--- src/hdl/msp_pkg.sv ---
`timescale 1ns / 1ps
// Package for the MSP v1/v2 frame decoder: result type, protocol characters,
// result kind codes and the CRC-8 DVB-S2 byte step. No dependencies.
package msp_pkg;

	// Result kind codes.
	localparam logic [1:0] KindPayload  = 2'd0;
	localparam logic [1:0] KindGood     = 2'd1;
	localparam logic [1:0] KindBadCheck = 2'd2;
	localparam logic [1:0] KindOversize = 2'd3;

	// Protocol characters.
	localparam logic [7:0] ChDollar  = 8'h24;  // '$'
	localparam logic [7:0] ChM       = 8'h4D;  // 'M'
	localparam logic [7:0] ChX       = 8'h58;  // 'X'
	localparam logic [7:0] ChGt      = 8'h3E;  // '>'
	localparam logic [7:0] ChLt      = 8'h3C;  // '<'
	localparam logic [7:0] ChBang    = 8'h21;  // '!'
	localparam logic [7:0] JumboLen  = 8'hFF;
	localparam logic [7:0] CrcPoly   = 8'hD5;

	// Reset value of the payload length limit.
	localparam logic [15:0] MaxLenReset = 16'd1024;

	// One result beat.
	typedef struct packed {
		logic [1:0]  kind;
		logic [7:0]  data_byte;
		logic [15:0] byte_index;
		logic [15:0] message_code;
		logic [15:0] payload_length;
		logic        is_version_two;
		logic        from_controller;
		logic        unsupported_mark;
	} msp_res_t;

	// CRC-8 DVB-S2 over one byte, unrolled over its eight bits.
	function automatic logic [7:0] crc8_step(input logic [7:0] crc, input logic [7:0] b);
		logic [7:0] c;
		c = crc ^ b;
		for (int i = 0; i < 8; i++) begin
			if (c[7]) begin
				c = {c[6:0], 1'b0} ^ CrcPoly;
			end else begin
				c = {c[6:0], 1'b0};
			end
		end
		return c;
	endfunction

endpackage

--- src/hdl/msp_ifs.sv ---
`timescale 1ns / 1ps
// Channel interfaces of the MSP frame decoder: the received byte channel and
// the result channel. Both use a valid/ready handshake; no dependencies.
interface msp_byte_if;
	logic       valid;
	logic       ready;
	logic [7:0] rx_byte;

	modport source(output valid, output rx_byte, input ready);
	modport sink(input valid, input rx_byte, output ready);
endinterface

interface msp_res_if;
	logic        valid;
	logic        ready;
	logic [1:0]  kind;
	logic [7:0]  data_byte;
	logic [15:0] byte_index;
	logic [15:0] message_code;
	logic [15:0] payload_length;
	logic        is_version_two;
	logic        from_controller;
	logic        unsupported_mark;

	modport source(output valid, output kind, output data_byte, output byte_index,
		output message_code, output payload_length, output is_version_two,
		output from_controller, output unsupported_mark, input ready);
	modport sink(input valid, input kind, input data_byte, input byte_index,
		input message_code, input payload_length, input is_version_two,
		input from_controller, input unsupported_mark, output ready);
endinterface

--- src/hdl/msp_parser.sv ---
`timescale 1ns / 1ps
// MSP v1/v2 frame parser: state machine, running XOR / CRC-8 check and the
// length limit register. Uses msp_pkg and the msp_byte_if interface.
module msp_parser #(
	parameter int LENGTH_WIDTH = 16
) (
	input  logic             clk,
	input  logic             arst_n,
	input  logic             cfg_wr_en,
	input  logic [15:0]      cfg_wr_data,
	msp_byte_if.sink         in_ch,
	input  logic             down_ready,
	output logic             res_valid,
	output msp_pkg::msp_res_t res
);
	import msp_pkg::*;

	localparam logic [4:0] S_IDLE    = 5'd0;
	localparam logic [4:0] S_PROTO   = 5'd1;
	localparam logic [4:0] S_DIR_V1  = 5'd2;
	localparam logic [4:0] S_DIR_V2  = 5'd3;
	localparam logic [4:0] S_LEN_V1  = 5'd4;
	localparam logic [4:0] S_CODE_V1 = 5'd5;
	localparam logic [4:0] S_JLEN_LO = 5'd6;
	localparam logic [4:0] S_JLEN_HI = 5'd7;
	localparam logic [4:0] S_PAY_V1  = 5'd8;
	localparam logic [4:0] S_CHK_V1  = 5'd9;
	localparam logic [4:0] S_FLAG_V2 = 5'd10;
	localparam logic [4:0] S_CODE_LO = 5'd11;
	localparam logic [4:0] S_CODE_HI = 5'd12;
	localparam logic [4:0] S_LEN_LO  = 5'd13;
	localparam logic [4:0] S_LEN_HI  = 5'd14;
	localparam logic [4:0] S_PAY_V2  = 5'd15;
	localparam logic [4:0] S_CHK_V2  = 5'd16;

	// Largest length the byte counter can represent.
	localparam logic [15:0] LenCap = 16'((32'd1 << LENGTH_WIDTH) - 32'd1);

	logic [4:0]              state_q, state_nxt;
	logic [15:0]             code_q, code_nxt;
	logic [15:0]             exp_q, exp_nxt;
	logic [LENGTH_WIDTH-1:0] cnt_q, cnt_nxt;
	logic [7:0]              chk_q, chk_nxt;
	logic                    dir_q, dir_nxt;
	logic                    uns_q, uns_nxt;
	logic                    jumbo_q, jumbo_nxt;
	logic [15:0]             max_len_q;

	logic       accept;
	logic [7:0] b;
	logic       len_done;
	logic       len_v2;
	logic       emit;
	logic [1:0] kind;
	logic [7:0] data;
	logic [15:0] index;
	logic       v2;

	// The parser takes a beat whenever the output stage can hold its result.
	assign in_ch.ready = down_ready;
	assign accept      = in_ch.valid && down_ready;
	assign b           = in_ch.rx_byte;

	// Next-state and result logic for one received byte.
	always_comb begin
		state_nxt = state_q;
		code_nxt  = code_q;
		exp_nxt   = exp_q;
		cnt_nxt   = cnt_q;
		chk_nxt   = chk_q;
		dir_nxt   = dir_q;
		uns_nxt   = uns_q;
		jumbo_nxt = jumbo_q;
		len_done  = 1'b0;
		len_v2    = 1'b0;
		emit      = 1'b0;
		kind      = KindPayload;
		data      = 8'd0;
		index     = 16'd0;
		v2        = 1'b0;

		unique case (state_q)
			S_IDLE: begin
				if (b == ChDollar) begin
					state_nxt = S_PROTO;
				end
			end
			S_PROTO: begin
				jumbo_nxt = 1'b0;
				if (b == ChM) begin
					state_nxt = S_DIR_V1;
				end else if (b == ChX) begin
					state_nxt = S_DIR_V2;
				end else begin
					state_nxt = S_IDLE;
				end
			end
			S_DIR_V1, S_DIR_V2: begin
				// Unknown direction bytes leave the direction bit as it was.
				uns_nxt = 1'b0;
				if (b == ChGt) begin
					dir_nxt = 1'b1;
				end else if (b == ChLt) begin
					dir_nxt = 1'b0;
				end else if (b == ChBang) begin
					uns_nxt = 1'b1;
				end
				state_nxt = (state_q == S_DIR_V1) ? S_LEN_V1 : S_FLAG_V2;
			end
			S_LEN_V1: begin
				exp_nxt   = {8'd0, b};
				chk_nxt   = b;
				jumbo_nxt = (b == JumboLen);
				cnt_nxt   = '0;
				state_nxt = S_CODE_V1;
			end
			S_CODE_V1: begin
				code_nxt = {8'd0, b};
				chk_nxt  = chk_q ^ b;
				if (jumbo_q) begin
					state_nxt = S_JLEN_LO;
				end else begin
					len_done = 1'b1;
				end
			end
			S_JLEN_LO: begin
				exp_nxt   = {8'd0, b};
				chk_nxt   = chk_q ^ b;
				state_nxt = S_JLEN_HI;
			end
			S_JLEN_HI: begin
				exp_nxt  = {b, exp_q[7:0]};
				chk_nxt  = chk_q ^ b;
				len_done = 1'b1;
			end
			S_PAY_V1, S_PAY_V2: begin
				cnt_nxt = cnt_q + 1'b1;
				emit    = 1'b1;
				kind    = KindPayload;
				data    = b;
				index   = 16'(cnt_q);
				v2      = (state_q == S_PAY_V2);
				chk_nxt = v2 ? crc8_step(chk_q, b) : (chk_q ^ b);
				if (16'(cnt_nxt) >= exp_q) begin
					state_nxt = v2 ? S_CHK_V2 : S_CHK_V1;
				end
			end
			S_CHK_V1, S_CHK_V2: begin
				state_nxt = S_IDLE;
				emit      = 1'b1;
				kind      = (chk_q == b) ? KindGood : KindBadCheck;
				index     = 16'(cnt_q);
				v2        = (state_q == S_CHK_V2);
			end
			S_FLAG_V2: begin
				chk_nxt   = crc8_step(8'd0, b);
				state_nxt = S_CODE_LO;
			end
			S_CODE_LO: begin
				code_nxt  = {8'd0, b};
				chk_nxt   = crc8_step(chk_q, b);
				state_nxt = S_CODE_HI;
			end
			S_CODE_HI: begin
				code_nxt  = {b, code_q[7:0]};
				chk_nxt   = crc8_step(chk_q, b);
				state_nxt = S_LEN_LO;
			end
			S_LEN_LO: begin
				exp_nxt   = {8'd0, b};
				chk_nxt   = crc8_step(chk_q, b);
				state_nxt = S_LEN_HI;
			end
			S_LEN_HI: begin
				exp_nxt  = {b, exp_q[7:0]};
				chk_nxt  = crc8_step(chk_q, b);
				len_done = 1'b1;
				len_v2   = 1'b1;
			end
			default: begin
				state_nxt = S_IDLE;
			end
		endcase

		// Length and code are known: drop oversize frames, else start the payload or, for zero length, the check byte.
		if (len_done) begin
			cnt_nxt = '0;
			if (exp_nxt > max_len_q || exp_nxt > LenCap) begin
				state_nxt = S_IDLE;
				emit      = 1'b1;
				kind      = KindOversize;
				index     = 16'd0;
				v2        = len_v2;
			end else if (exp_nxt != 16'd0) begin
				state_nxt = len_v2 ? S_PAY_V2 : S_PAY_V1;
			end else begin
				state_nxt = len_v2 ? S_CHK_V2 : S_CHK_V1;
			end
		end
	end

	// Result beat toward the output stage.
	assign res_valid            = accept && emit;
	assign res.kind             = kind;
	assign res.data_byte        = data;
	assign res.byte_index       = index;
	assign res.message_code     = code_nxt;
	assign res.payload_length   = exp_nxt;
	assign res.is_version_two   = v2;
	assign res.from_controller  = dir_nxt;
	assign res.unsupported_mark = uns_nxt;

	// Parser state, updated on each accepted beat.
	always_ff @(posedge clk or negedge arst_n) begin
		if (!arst_n) begin
			state_q <= S_IDLE;
			code_q  <= '0;
			exp_q   <= '0;
			cnt_q   <= '0;
			chk_q   <= '0;
			dir_q   <= 1'b0;
			uns_q   <= 1'b0;
			jumbo_q <= 1'b0;
		end else if (accept) begin
			state_q <= state_nxt;
			code_q  <= code_nxt;
			exp_q   <= exp_nxt;
			cnt_q   <= cnt_nxt;
			chk_q   <= chk_nxt;
			dir_q   <= dir_nxt;
			uns_q   <= uns_nxt;
			jumbo_q <= jumbo_nxt;
		end
	end

	// Payload length limit register.
	always_ff @(posedge clk or negedge arst_n) begin
		if (!arst_n) begin
			max_len_q <= MaxLenReset;
		end else if (cfg_wr_en) begin
			max_len_q <= cfg_wr_data;
		end
	end

endmodule

--- src/hdl/msp_out_stage.sv ---
`timescale 1ns / 1ps
// Output register of the MSP frame decoder: holds one result beat until the
// sink takes it. Uses msp_pkg and the msp_res_if interface.
module msp_out_stage (
	input  logic              clk,
	input  logic              arst_n,
	input  logic              res_valid,
	input  msp_pkg::msp_res_t res,
	output logic              up_ready,
	msp_res_if.source         out_ch
);
	import msp_pkg::*;

	logic     valid_q;
	msp_res_t data_q;

	// The register can load when it is empty or drained in this cycle.
	assign up_ready = !valid_q || out_ch.ready;

	// Valid flag of the held beat.
	always_ff @(posedge clk or negedge arst_n) begin
		if (!arst_n) begin
			valid_q <= 1'b0;
		end else if (up_ready) begin
			valid_q <= res_valid;
		end
	end

	// Payload of the held beat.
	always_ff @(posedge clk) begin
		if (up_ready && res_valid) begin
			data_q <= res;
		end
	end

	assign out_ch.valid            = valid_q;
	assign out_ch.kind             = data_q.kind;
	assign out_ch.data_byte        = data_q.data_byte;
	assign out_ch.byte_index       = data_q.byte_index;
	assign out_ch.message_code     = data_q.message_code;
	assign out_ch.payload_length   = data_q.payload_length;
	assign out_ch.is_version_two   = data_q.is_version_two;
	assign out_ch.from_controller  = data_q.from_controller;
	assign out_ch.unsupported_mark = data_q.unsupported_mark;

endmodule

--- src/hdl/msp_v1_v2_frame_decoder_top.sv ---
`timescale 1ns / 1ps
// MSP v1/v2 frame decoder. A result beat appears in the cycle after the
// byte that causes it is accepted. Throughput: one byte per cycle; the parser
// state updates in the cycle of acceptance and a single output register holds
// the result, so a byte is taken whenever that register is empty or drains.
// Reset: arst_n clears the parser to idle and sets the length limit to 1024.
module msp_v1_v2_frame_decoder_top #(
	parameter int LENGTH_WIDTH = 16
) (
	input  logic        clk,
	input  logic        arst_n,
	input  logic        cfg_wr_en,
	input  logic [15:0] cfg_wr_data,
	msp_byte_if.sink    in_ch,
	msp_res_if.source   out_ch
);
	import msp_pkg::*;

	logic     res_valid;
	msp_res_t res;
	logic     up_ready;

	// Frame parser.
	msp_parser #(
		.LENGTH_WIDTH(LENGTH_WIDTH)
	) u_parser (
		.clk        (clk),
		.arst_n     (arst_n),
		.cfg_wr_en  (cfg_wr_en),
		.cfg_wr_data(cfg_wr_data),
		.in_ch      (in_ch),
		.down_ready (up_ready),
		.res_valid  (res_valid),
		.res        (res)
	);

	// Result register.
	msp_out_stage u_out (
		.clk      (clk),
		.arst_n   (arst_n),
		.res_valid(res_valid),
		.res      (res),
		.up_ready (up_ready),
		.out_ch   (out_ch)
	);

endmodule

--- src/flat_wrapper.sv ---
// flat-port wrapper written by rule: the top's interface ports become plain ports
module msp_v1_v2_frame_decoder_top_flat import msp_pkg::*;
#(
	parameter int LENGTH_WIDTH = 16
)
  (clk, arst_n, cfg_wr_en, cfg_wr_data, in_ch_valid, in_ch_rx_byte, in_ch_ready, out_ch_valid, out_ch_kind, out_ch_data_byte, out_ch_byte_index, out_ch_message_code, out_ch_payload_length, out_ch_is_version_two, out_ch_from_controller, out_ch_unsupported_mark, out_ch_ready);
  msp_byte_if in_ch_i ();
  msp_res_if out_ch_i ();
  input  logic clk;
  input  logic arst_n;
  input  logic cfg_wr_en;
  input  logic [15:0] cfg_wr_data;
  input wire logic [$bits(in_ch_i.valid)-1:0] in_ch_valid;
  input wire logic [$bits(in_ch_i.rx_byte)-1:0] in_ch_rx_byte;
  output wire logic [$bits(in_ch_i.ready)-1:0] in_ch_ready;
  output wire logic [$bits(out_ch_i.valid)-1:0] out_ch_valid;
  output wire logic [$bits(out_ch_i.kind)-1:0] out_ch_kind;
  output wire logic [$bits(out_ch_i.data_byte)-1:0] out_ch_data_byte;
  output wire logic [$bits(out_ch_i.byte_index)-1:0] out_ch_byte_index;
  output wire logic [$bits(out_ch_i.message_code)-1:0] out_ch_message_code;
  output wire logic [$bits(out_ch_i.payload_length)-1:0] out_ch_payload_length;
  output wire logic [$bits(out_ch_i.is_version_two)-1:0] out_ch_is_version_two;
  output wire logic [$bits(out_ch_i.from_controller)-1:0] out_ch_from_controller;
  output wire logic [$bits(out_ch_i.unsupported_mark)-1:0] out_ch_unsupported_mark;
  input wire logic [$bits(out_ch_i.ready)-1:0] out_ch_ready;
  assign in_ch_i.valid = in_ch_valid;
  assign in_ch_i.rx_byte = in_ch_rx_byte;
  assign in_ch_ready = in_ch_i.ready;
  assign out_ch_valid = out_ch_i.valid;
  assign out_ch_kind = out_ch_i.kind;
  assign out_ch_data_byte = out_ch_i.data_byte;
  assign out_ch_byte_index = out_ch_i.byte_index;
  assign out_ch_message_code = out_ch_i.message_code;
  assign out_ch_payload_length = out_ch_i.payload_length;
  assign out_ch_is_version_two = out_ch_i.is_version_two;
  assign out_ch_from_controller = out_ch_i.from_controller;
  assign out_ch_unsupported_mark = out_ch_i.unsupported_mark;
  assign out_ch_i.ready = out_ch_ready;
  msp_v1_v2_frame_decoder_top #(.LENGTH_WIDTH(LENGTH_WIDTH)) u_core (.clk(clk), .arst_n(arst_n), .cfg_wr_en(cfg_wr_en), .cfg_wr_data(cfg_wr_data), .in_ch(in_ch_i), .out_ch(out_ch_i));
endmodule
--- config.mk ---
export PLATFORM = sky130hd
export DESIGN_NAME = msp_v1_v2_frame_decoder_top_flat
export DESIGN_NICKNAME = d
export VERILOG_FILES = /design/src/hdl/msp_pkg.sv /design/src/hdl/msp_ifs.sv /design/src/hdl/msp_parser.sv /design/src/hdl/msp_out_stage.sv /design/src/hdl/msp_v1_v2_frame_decoder_top.sv /design/src/flat_wrapper.sv
export SDC_FILE = /design/constraint.sdc
export NUM_CORES = 1
export LEC_CHECK = 0
export BUFFER_PORTS_ARGS = -buffer_cell sky130_fd_sc_hd__buf_4
export CORE_ASPECT_RATIO = 0.8
export CORE_MARGIN = 8
export CORE_UTILIZATION = 50
export CTS_CLUSTER_SIZE = 24
export DETAILED_ROUTE_END_ITERATION = 6
export PLACE_DENSITY = 0.78
export SLEW_MARGIN = 20
export SYNTH_ARGS = -nofsm -noshare
export SYNTH_HDL_FRONTEND = slang
export SYNTH_SLANG_ARGS = --single-unit
--- constraint.sdc ---
create_clock -name clk -period 14.4 [get_ports clk]
set_input_delay 4.32 -clock clk [delete_from_list [all_inputs] [get_ports clk]]
set_output_delay 4.32 -clock clk [all_outputs]
set_load 0.02 [all_outputs]
==> results of run 1 <==
==> layout make-up <==
| class | count | area, sq um | area share [%] |
|---|---|---|---|
| sequential | 142 | 3860 | 42.0 |
| multi-input combinational | 545 | 3600 | 39.2 |
| timing repair buffer | 97 | 728 | 7.92 |
| clock buffer | 18 | 429 | 4.67 |
| tap | 215 | 269 | 2.92 |
| inverter | 46 | 173 | 1.88 |
| clock inverter | 14 | 135 | 1.47 |
==> layout by cell type, fill, tap and decap left out, types with 24 or more instances in the layout <==
master and n:
buf_4 97, nand2_1 90, dfrtp_1 80, o21ai_0 68
edfxtp_1 61, nor2_1 58, inv_1 46, ha_1 39
xnor2_1 32, and2_1 29, nand3_1 24
==> registers in the layout, indices dropped and copies added, names as in the netlist, 2 cells and up <==
| register | cells |
|---|---|
| u_core.u_out.out_ch.byte_index | 16 |
| u_core.u_out.out_ch.data_byte | 8 |
| u_core.u_out.out_ch.kind | 2 |
| u_core.u_out.out_ch.message_code | 16 |
| u_core.u_out.out_ch.payload_length | 16 |
| u_core.u_parser.chk_q | 8 |
| u_core.u_parser.cnt_q | 16 |
| u_core.u_parser.code_q | 16 |
| u_core.u_parser.exp_q | 16 |
| u_core.u_parser.max_len_q | 16 |
| u_core.u_parser.state_q | 5 |
==> cells by family after synthesis <==
logic type	Yosys count	synth area share, %
AND/OR/NAND/NOR	262	16.1
AO/OA/AOI/OAI	162	13.3
flip-flops	142	49.5
buffers and inverters	90	4.59
XOR/XNOR	54	6.26
adder cells (fa/ha/maj)	39	6.26
multiplexers	28	3.99
==> worst min-delay path: cells and delay by family, from the launching register on <==
family / cells / cell delay, ns
flops: 1 / 0.35
simple gates: 2 / 0.11
==> routing by layer <==
| metal | global-route usage (%) | vias up |
|---|---|---|
| met4 | 6.61 | 0 |
| met1 | 28.0 | 2857 |
| li1 | - | 2879 |
| met3 | 5.36 | 33 |
| met2 | 28.4 | 237 |
| met5 | 0 | - |
==> where the power goes <==
group,total (W),internal [W],switching [W]
clock,0.000419,0.000240,0.000179
combinational,0.000552,0.000232,0.000320
sequential,0.000563,0.000506,0.0000572
total,0.00153,0.000978,0.000557
==> metrics by stage <==
step	cells	worst slack [ns]	hold WS [ns]
floorplan	777	4.89	0.440
global placement	1045	5.30	0.454
detailed placement	1045	5.26	0.465
CTS	1077	5.26	0.487
global route	1077	5.25	0.525
finish	1077	5.26	0.486
==> final timing paths <==
kind                                                              from                                          endpoint
worst max register to register  u_core.u_parser.state_q[1]$_DFFE_PN0P_  u_core.u_out.out_ch.payload_length[12]$_DFFE_PP_
max in group asynchronous                                       arst_n              u_core.u_parser.cnt_q[1]$_DFFE_PN0P_
min in group asynchronous                                       arst_n          u_core.u_parser.max_len_q[1]$_DFFE_PN0P_
worst max-delay path                                      out_ch_ready                                       in_ch_ready
worst min register to register       u_core.u_parser.dir_q$_DFFE_PN0P_                 u_core.u_parser.dir_q$_DFFE_PN0P_
worst min-delay path                 u_core.u_parser.dir_q$_DFFE_PN0P_                 u_core.u_parser.dir_q$_DFFE_PN0P_
==> out/summary.txt, run 1 <==
status: completed
Antenna Cells: 0
row cnt: 41
total power draw: 0.00153 W
cells on worst reg2reg path: 13
Tightest Pin Transition: 0.967 ns
Area Overhead vs Synth: 17.9%
Crit path arrival time: 4.82 ns
met2 routed WL: 8120 microns
register area share after synthesis: 49.5%
critical-path cell list: buf_4 > nand2b_1 > buf_4
Synth cell types: 65
Post-synth EDFFs: 61
final net count: 917
highest-delay cell along the critical path: nand2b_1
Met1 Wirelength: 9100 microns
RSZ-0062 raised after global routing: false
HP Class: reg -> reg
Core Area: 15,500 sq um
vias in the first global route: 5,870
Synth top area share: 25.7%
Post-CTS Hold Buffers: 0
crit path time final: 9.14 ns
total track usage: 19.7%
Critical Path Most Common Cell: buf_4
DP Area: 8620 sq um
largest stage delay on the critical path: 0.20 ns
Crit Path Category: in -> out
TritonRoute pass-1 iters: 5
FF-to-FF setup slack: 9.31 ns
CTS resizes: 0
cell family with most CP delay: buffers and inverters
Setup-failing EPs final: 0
met3 WL: 1680 microns
Netlist Area Pre-Place: 7800 sq um
Initial Util: 50.4%
relative slew slack: 35.1%
hold path cells: 2
Filler cells: 1,338
hpwl dp: 13,100 microns
Worst Setup Start Kind: input port
Critical Path Stages: 3
Ports: 92
global route total overflow: 0
Yosys reg bits: 142
Synth area leader: dfrtp_1
area of the die: 19,900 sq um
clk buf depth: 2
Post-DRT Antenna Nets: 0
top sig layer: met4
Post-Syn Instances: 777
Clock Pin Slew Worst Setup and Hold Paths: 0.06 ns
worst-path maximum fanout: 5
warnings from Yosys: 0
Clk Latency, worst-skew pair: 0.43 ns
CTS sink count: 142
share of layout cells above drive strength 1: 18.6%
Leak: 3.94 nW
Via density: 5.58
drt wl/cell: 17.8 microns
utilization after layout: 59.4%
Synth area leaders: dfrtp_1 26%, edfxtp_1 23%, ha_1 6.3%
TritonCTS buffer count: 17
period utilization: 63.5%
crit end category: primary output
initial antenna violation count: 0
setup bufs post-CTS: 0
H-Tree Depth: 4
syn_area_per_cell: 10.0 sq um
ys flop type: dfrtp_1
CTS tree: built
PortBufs: 91
Starting DRT DRC Count: 468
Synth Net Count: 845
Vias: 6,006
CTS Root Cell: clkbuf_16
pwr dens: 167 nW/um^2
worst-case vdd ir drop: 105 uV
largest net degree at the start of global routing: 69
die height: 128 microns
fraction of registers with async set/reset: 57.0%
required time of the critical path: 10.08 ns
GP Congestion: 0.905
count leader, synth: nand2_1
most instantiated cells after synthesis: 90 x nand2_1, 80 x dfrtp_1, 69 x o21ai_0
CP bufs+invs: 2
final hold violation count: 0
clk_skew: 0.00990 ns
first-pass GRT wire length: 30,700 microns
drc violations: 0
Routed WL: 19,200 microns
final instance area: 9200 sq um
Die Span X: 156 microns
Slew Limit Fails: 0
max-cap viol count: 0
setup total negative slack: 0 ns
Max Clock Freq: 0.109 GHz
No activity file was read; power rests on OpenSTA's default activity.
==> run 2: changes to the inputs <==
--- a/config.mk
+++ b/config.mk
@@ -5,13 +5,14 @@
 export SDC_FILE = /design/constraint.sdc
 export NUM_CORES = 1
 export LEC_CHECK = 0
+export ABC_AREA = 1
 export BUFFER_PORTS_ARGS = -buffer_cell sky130_fd_sc_hd__buf_4
 export CORE_ASPECT_RATIO = 0.8
 export CORE_MARGIN = 8
 export CORE_UTILIZATION = 50
 export CTS_CLUSTER_SIZE = 24
 export DETAILED_ROUTE_END_ITERATION = 6
-export PLACE_DENSITY = 0.78
+export PLACE_DENSITY = 0.81
 export SLEW_MARGIN = 20
 export SYNTH_ARGS = -nofsm -noshare
 export SYNTH_HDL_FRONTEND = slang
==> constraint.sdc (replaced) <==
create_clock -name clk -period 7.85 [get_ports clk]
set_input_delay 2.355 -clock clk [delete_from_list [all_inputs] [get_ports clk]]
set_output_delay 2.355 -clock clk [all_outputs]
set_load 0.02 [all_outputs]
==> out/summary.txt, run 2 <==
global route total overflow: 0
Vias: 7,251
Antenna Cells: 0
setup total negative slack: 0 ns
share of layout cells above drive strength 1: 18.1%
relative slew slack: 45.6%
Synth cell types: 49
warnings from Yosys: 0
Initial Util: 50.3%
Starting DRT DRC Count: 870
crit end category: register
Max Clock Freq: 0.186 GHz
Die Span X: 159 microns
HP Class: reg -> reg
final instance area: 9660 sq um
hold_ws: 0.481 ns
failing checks: design-rule violations
DP Area: 9040 sq um
Crit Path Category: in -> reg
worst hold start: u_core.u_parser.dir_q$_DFFE_PN0P_
Setup-failing EPs final: 0
FF-to-FF Start: u_core.u_parser.state_q[4]$_DFFE_PN0P_
count leader, synth: nand2_1
Core Area: 16,300 sq um
crit path time final: 5.36 ns
Clock Pin Slew Worst Setup and Hold Paths: 0.06 ns
final hold violation count: 0
gr busiest metal: met2
met2 usage: 31.7%
most frequent cells in the layout: 271 x nand2_1, 113 x inv_1, 94 x buf_4
vias in the first global route: 6,743
Yosys reg bits: 142
Clk Latency, worst-skew pair: 0.43 ns
most common cell after layout, fill and taps aside: nand2_1
TritonCTS buffer count: 17
Synth area leaders: dfrtp_1 24%, edfxtp_1 22%, nand2_1 12%
PortBufs: 91
hpwl dp: 15,900 microns
met1 usage: 29.6%
Post-DRT Antenna Nets: 0
Post-CTS Hold Buffers: 0
CTS tree: built
period utilization: 68.3%
area of the die: 20,800 sq um
Slew Limit Fails: 0
Routed WL: 21,700 microns
row cnt: 42
setup bufs post-CTS: 0
Post-Syn Instances: 1,002
status: complete, but fails checks
final net count: 1,157
syn_area_per_cell: 8.19 sq um
fraction of registers with async set/reset: 57.0%
Leak: 4.52 nW
max-cap viol count: 0
M3 GR Usage: 4.95%
total track usage: 21.1%
Netlist Area Pre-Place: 8200 sq um
worst-case vdd ir drop: 190 uV
RSZ-0062 raised after global routing: false
TritonRoute pass-1 iters: 7
DP Worst Slack: 2.12 ns
drt wl/cell: 16.4 microns
H-Tree Depth: 4
CP startpoint: in_ch_rx_byte[2]
Synth top area share: 24.4%
final setup margin: 2.49 ns
pwr dens: 381 nW/um^2
CTS resizes: 0
worst-path maximum fanout: 40
Synth area leader: dfrtp_1
CTS Root Cell: clkbuf_16
clk_skew: 0.0123 ns
Post-synth EDFFs: 61
Area Overhead vs Synth: 17.8%
Via density: 5.48
Crit path arrival time: 5.43 ns
Synth Net Count: 1,070
initial antenna violation count: 0
register area share after synthesis: 47.1%
GP Congestion: 0.950
total power draw: 0.00368 W
drc violations: 5
Worst Setup Start Kind: input port
clk buf depth: 2
Ports: 92
first-pass GRT wire length: 34,800 microns
required time of the critical path: 7.91 ns
ys flop type: dfrtp_1
die height: 131 microns
most instantiated cells after synthesis: 271 x nand2_1, 114 x inv_1, 80 x dfrtp_1
largest net degree at the start of global routing: 66
Tightest Pin Transition: 0.817 ns
CTS sink count: 142
[run 2: changes by cell type in the layout (fill, tap and decap cells not counted), sizes merged, moves of 13 or more]
| cell | delta |
|---|---|
| nand2 | +198 |
| nand3 | +41 |
| xnor2 | -25 |
| a21oi | +13 |
| o21ai | +24 |
| inv | +100 |
| and2 | -29 |
| mux2 | -24 |
| o22ai | +19 |
[run 2: report_power, final]
group          switching, W  internal [W]
clock              0.000320      0.000534
combinational       0.00116      0.000562
sequential         0.000105       0.00100
total               0.00158       0.00210
[run 2: logic make-up (layout without fill, tap and decap cells)]
kind of cell	after synthesis	after routing	share of synthesized area (%)
AOI/OAI and AO/OA	170	170	11.9
xor gates and xnor gates	27	27	2.88
adders and majority gates	39	39	5.95
buffers and inverters	174	274	8.57
DFF	142	142	47.1
muxes	1	1	0.137
and+or+nand+nor	449	449	23.5
[run 2: area by class of cell]
class | instances | area (sq um)
Tap cell | 220 | 275
Clock buffer | 19 | 433
Fill cell | 1393 | 6630
Sequential cell | 142 | 3860
Multi-Input combinational cell | 686 | 3640
Clock inverter | 13 | 188
Timing Repair Buffer | 94 | 706
Inverter | 148 | 561
[run 2: worst max-delay path, cell delays in order]
cell and delay (ns):
buf_4 0.15, inv_1 0.26, o22ai_1 0.23, ha_1 0.33, nand2_1 0.07, nor3_1 0.29, o31ai_1 0.14, nand3_1 0.08
nand2_1 0.18, nor2_1 0.14, inv_1 0.08, nand2_1 0.06, nand2_1 0.08, inv_2 0.40, buf_4 0.53
[run 2: path summary, 6_finish.rpt]
kind / slack [ns] / depth (start not counted) / end
worst min-delay path: 0.48 / 2 / u_core.u_parser.dir_q$_DFFE_PN0P_
worst max-delay path: 2.49 / 15 / u_core.u_out.out_ch.message_code[8]$_DFFE_PP_
worst max register to register: 3.23 / 24 / u_core.u_out.out_ch.message_code[8]$_DFFE_PP_
max in group asynchronous: 4.94 / 2 / u_core.u_parser.code_q[7]$_DFFE_PN0P_
worst min register to register: 0.48 / 2 / u_core.u_parser.dir_q$_DFFE_PN0P_
min in group asynchronous: 1.81 / 1 / u_core.u_parser.cnt_q[8]$_DFFE_PN0P_
[run 2: layer usage]
metal,vias up,wire (microns)
li1,3461,-
met1,3387,10100
met2,363,9340
met3,40,1870
met4,0,376
met5,-,0
[run 2: metrics by stage]
step	instances	util (%)
6_report	1322	59.3
5_1_grt	1322	59.3
4_1_cts	1322	59.3
3_5_place_dp	1290	55.5
3_3_place_gp	1290	55.5
2_1_floorplan	1002	-
==> run 3: changes to the inputs <==
--- a/config.mk
+++ b/config.mk
@@ -5,7 +5,7 @@
 export SDC_FILE = /design/constraint.sdc
 export NUM_CORES = 1
 export LEC_CHECK = 0
-export ABC_AREA = 1
+export ABC_AREA = 0
 export BUFFER_PORTS_ARGS = -buffer_cell sky130_fd_sc_hd__buf_4
 export CORE_ASPECT_RATIO = 0.8
 export CORE_MARGIN = 8
==> constraint.sdc (replaced) <==
create_clock -name clk -period 4.6 [get_ports clk]
set_input_delay 1.38 -clock clk [delete_from_list [all_inputs] [get_ports clk]]
set_output_delay 1.38 -clock clk [all_outputs]
set_load 0.02 [all_outputs]
==> out/summary.txt, run 3 (synthesis gave the netlist of run 1 again) <==
DP Cell Count: 1,055
Seq pwr share: 35.4%
drc violations: 0
Crit Path Category: reg -> reg
TritonCTS buffer count: 17
Vias: 6,149
largest stage delay on the critical path: 0.51 ns
Leak: 3.98 nW
Clk Latency, worst-skew pair: 0.42 ns
final hold violation count: 0
Core Area: 15,500 sq um
most common cell after layout, fill and taps aside: buf_4
worst-case vdd ir drop: 338 uV
Slew Limit Fails: 0
Starting DRT DRC Count: 708
Worst Setup Start Kind: register
crit path time final: 4.11 ns
most frequent cells in the layout: 104 x buf_4, 90 x nand2_1, 80 x dfrtp_1
pwr dens: 522 nW/um^2
Area Overhead vs Synth: 18.8%
Setup-failing EPs final: 0
die height: 128 microns
HP Class: reg -> reg
Switch Pwr: 0.00179 W
Post-CTS Hold Buffers: 0
total track usage: 20.0%
global route total overflow: 0
Die Span X: 156 microns
CTS tree: built
max-cap viol count: 0
worst-path maximum fanout: 35
highest-delay cell along the critical path: dfrtp_1
cell family with most CP delay: compound AO/OA/AOI/OAI gates
Crit path arrival time: 4.23 ns
status: completed
Max Clock Freq: 0.243 GHz
clk_skew: 0.00903 ns
required time of the critical path: 4.72 ns
RSZ-0062 raised after global routing: false
internal power: 0.00305 W
period utilization: 89.4%
relative slew slack: 48.5%
Tightest Pin Transition: 0.767 ns
clk buf depth: 2
CTS sink count: 142
CP bufs+invs: 2
Comb power frac: 39.3%
hpwl dp: 13,700 microns
Via density: 5.66
row cnt: 41
Post-DRT Antenna Nets: 0
largest net degree at the start of global routing: 82
Initial Util: 50.4%
CTS resizes: 0
PortBufs: 91
critical-path cell list: or2_4 > a21boi_4 > nor2_4 > a22oi_1 > inv_1 > ha_1 > and4_1 > and3_1 > o221ai_1 > a22oi_2 > nand2_1 > a21oi_4 > buf_12
area of the die: 19,900 sq um
initial antenna violation count: 0
Routed WL: 19,500 microns
share of layout cells above drive strength 1: 19.2%
Clock Pin Slew Worst Setup and Hold Paths: 0.06 ns
Antenna Cells: 0
setup bufs post-CTS: 0
vias in the first global route: 5,956
drt wl/cell: 18.0 microns
clock share of power: 25.4%
GP Congestion: 0.882
final net count: 927
first-pass GRT wire length: 31,300 microns
Filler cells: 1,303
switch share: 37.0%
setup total negative slack: 0 ns
CTS Root Cell: clkbuf_16
TritonRoute pass-1 iters: 5
Ports: 92
H-Tree Depth: 4
final cell count without fillers: 1,087
crit end category: register
[run 3: cell count changes in the layout (fill, tap and decap cells not counted), moves of 12 or more]
| cell | before | now |
|---|---|---|
| o21ai_1 | 17 | 3 |
| xnor2_1 | 7 | 32 |
| nand2_2 | 16 | 0 |
| and2_1 | 0 | 29 |
| inv_2 | 32 | 0 |
| a22o_1 | 0 | 12 |
| o22ai_1 | 22 | 3 |
| nand2_1 | 271 | 90 |
| inv_1 | 113 | 46 |
| mux2_2 | 1 | 23 |
| nand3_1 | 64 | 24 |
[run 3: final cells by class]
| class | count | area, sq um | share of cell area (%) |
|---|---|---|---|
| flip-flops and latches | 142 | 3860 | 41.7 |
| clock buffers | 18 | 429 | 4.63 |
| inverters | 46 | 173 | 1.86 |
| clock inverters | 14 | 93.8 | 1.01 |
| multi-input cells | 545 | 3610 | 38.9 |
| well taps | 215 | 269 | 2.90 |
| repair buffers | 107 | 832 | 8.98 |
[run 3: tightest hold or removal path, stage by stage, from the launching register on]
cell	delay [ns]
dfrtp_1	0.34
nand2_1	0.05
o21ai_0	0.06
[run 3: stage by stage]
stage / cell area (sq um) / hold WS (ns) / total power (W) / setup slack (ns) / utilization, %
floorplan: 7820 / 0.440 / 0.00307 / 0.0273 / -
global placement: 8730 / 0.454 / 0.00351 / 0.460 / 56.3
detailed placement: 8730 / 0.464 / 0.00358 / 0.373 / 56.3
CTS: 9250 / 0.483 / 0.00481 / 0.604 / 59.7
global route: 9270 / 0.503 / 0.00512 / 0.358 / 59.8
finish: 9270 / 0.482 / 0.00483 / 0.489 / 59.8
[run 3: per-layer routing]
layer  vias to the layer above  wire length, microns  GRT usage, %
li1                       2906                     -             -
met1                      2905                  9270          29.2
met2                       307                  8010          28.4
met3                        31                  1920          5.12
met4                         0                   338          6.21
met5                         -                     0             0
[run 3: path summary, 6_finish.rpt]
path / start / end / slack [ns] / cells after the start
worst max-delay path: u_core.u_parser.state_q[3]$_DFFE_PN0P_ / u_core.u_out.out_ch.byte_index[5]$_DFFE_PP_ / 0.49 / 13
worst min-delay path: u_core.u_parser.exp_q[5]$_DFFE_PN0P_ / u_core.u_parser.exp_q[5]$_DFFE_PN0P_ / 0.48 / 2
worst max register to register: u_core.u_parser.state_q[3]$_DFFE_PN0P_ / u_core.u_out.out_ch.byte_index[5]$_DFFE_PP_ / 0.49 / 13
worst min register to register: u_core.u_parser.exp_q[5]$_DFFE_PN0P_ / u_core.u_parser.exp_q[5]$_DFFE_PN0P_ / 0.48 / 2
max in group asynchronous: arst_n / u_core.u_parser.exp_q[3]$_DFFE_PN0P_ / 3.06 / 1
min in group asynchronous: arst_n / u_core.u_parser.max_len_q[3]$_DFFE_PN0P_ / 1.01 / 1
[run 3: power by group through the flow]
stage               Sequential, W  Combinational (W)  Clock, W
floorplan                 0.00174            0.00133         0
global placement          0.00172            0.00179         0
detailed placement        0.00172            0.00186         0
CTS                       0.00170            0.00187   0.00124
global route              0.00173            0.00209   0.00130
finish                    0.00171            0.00190   0.00123
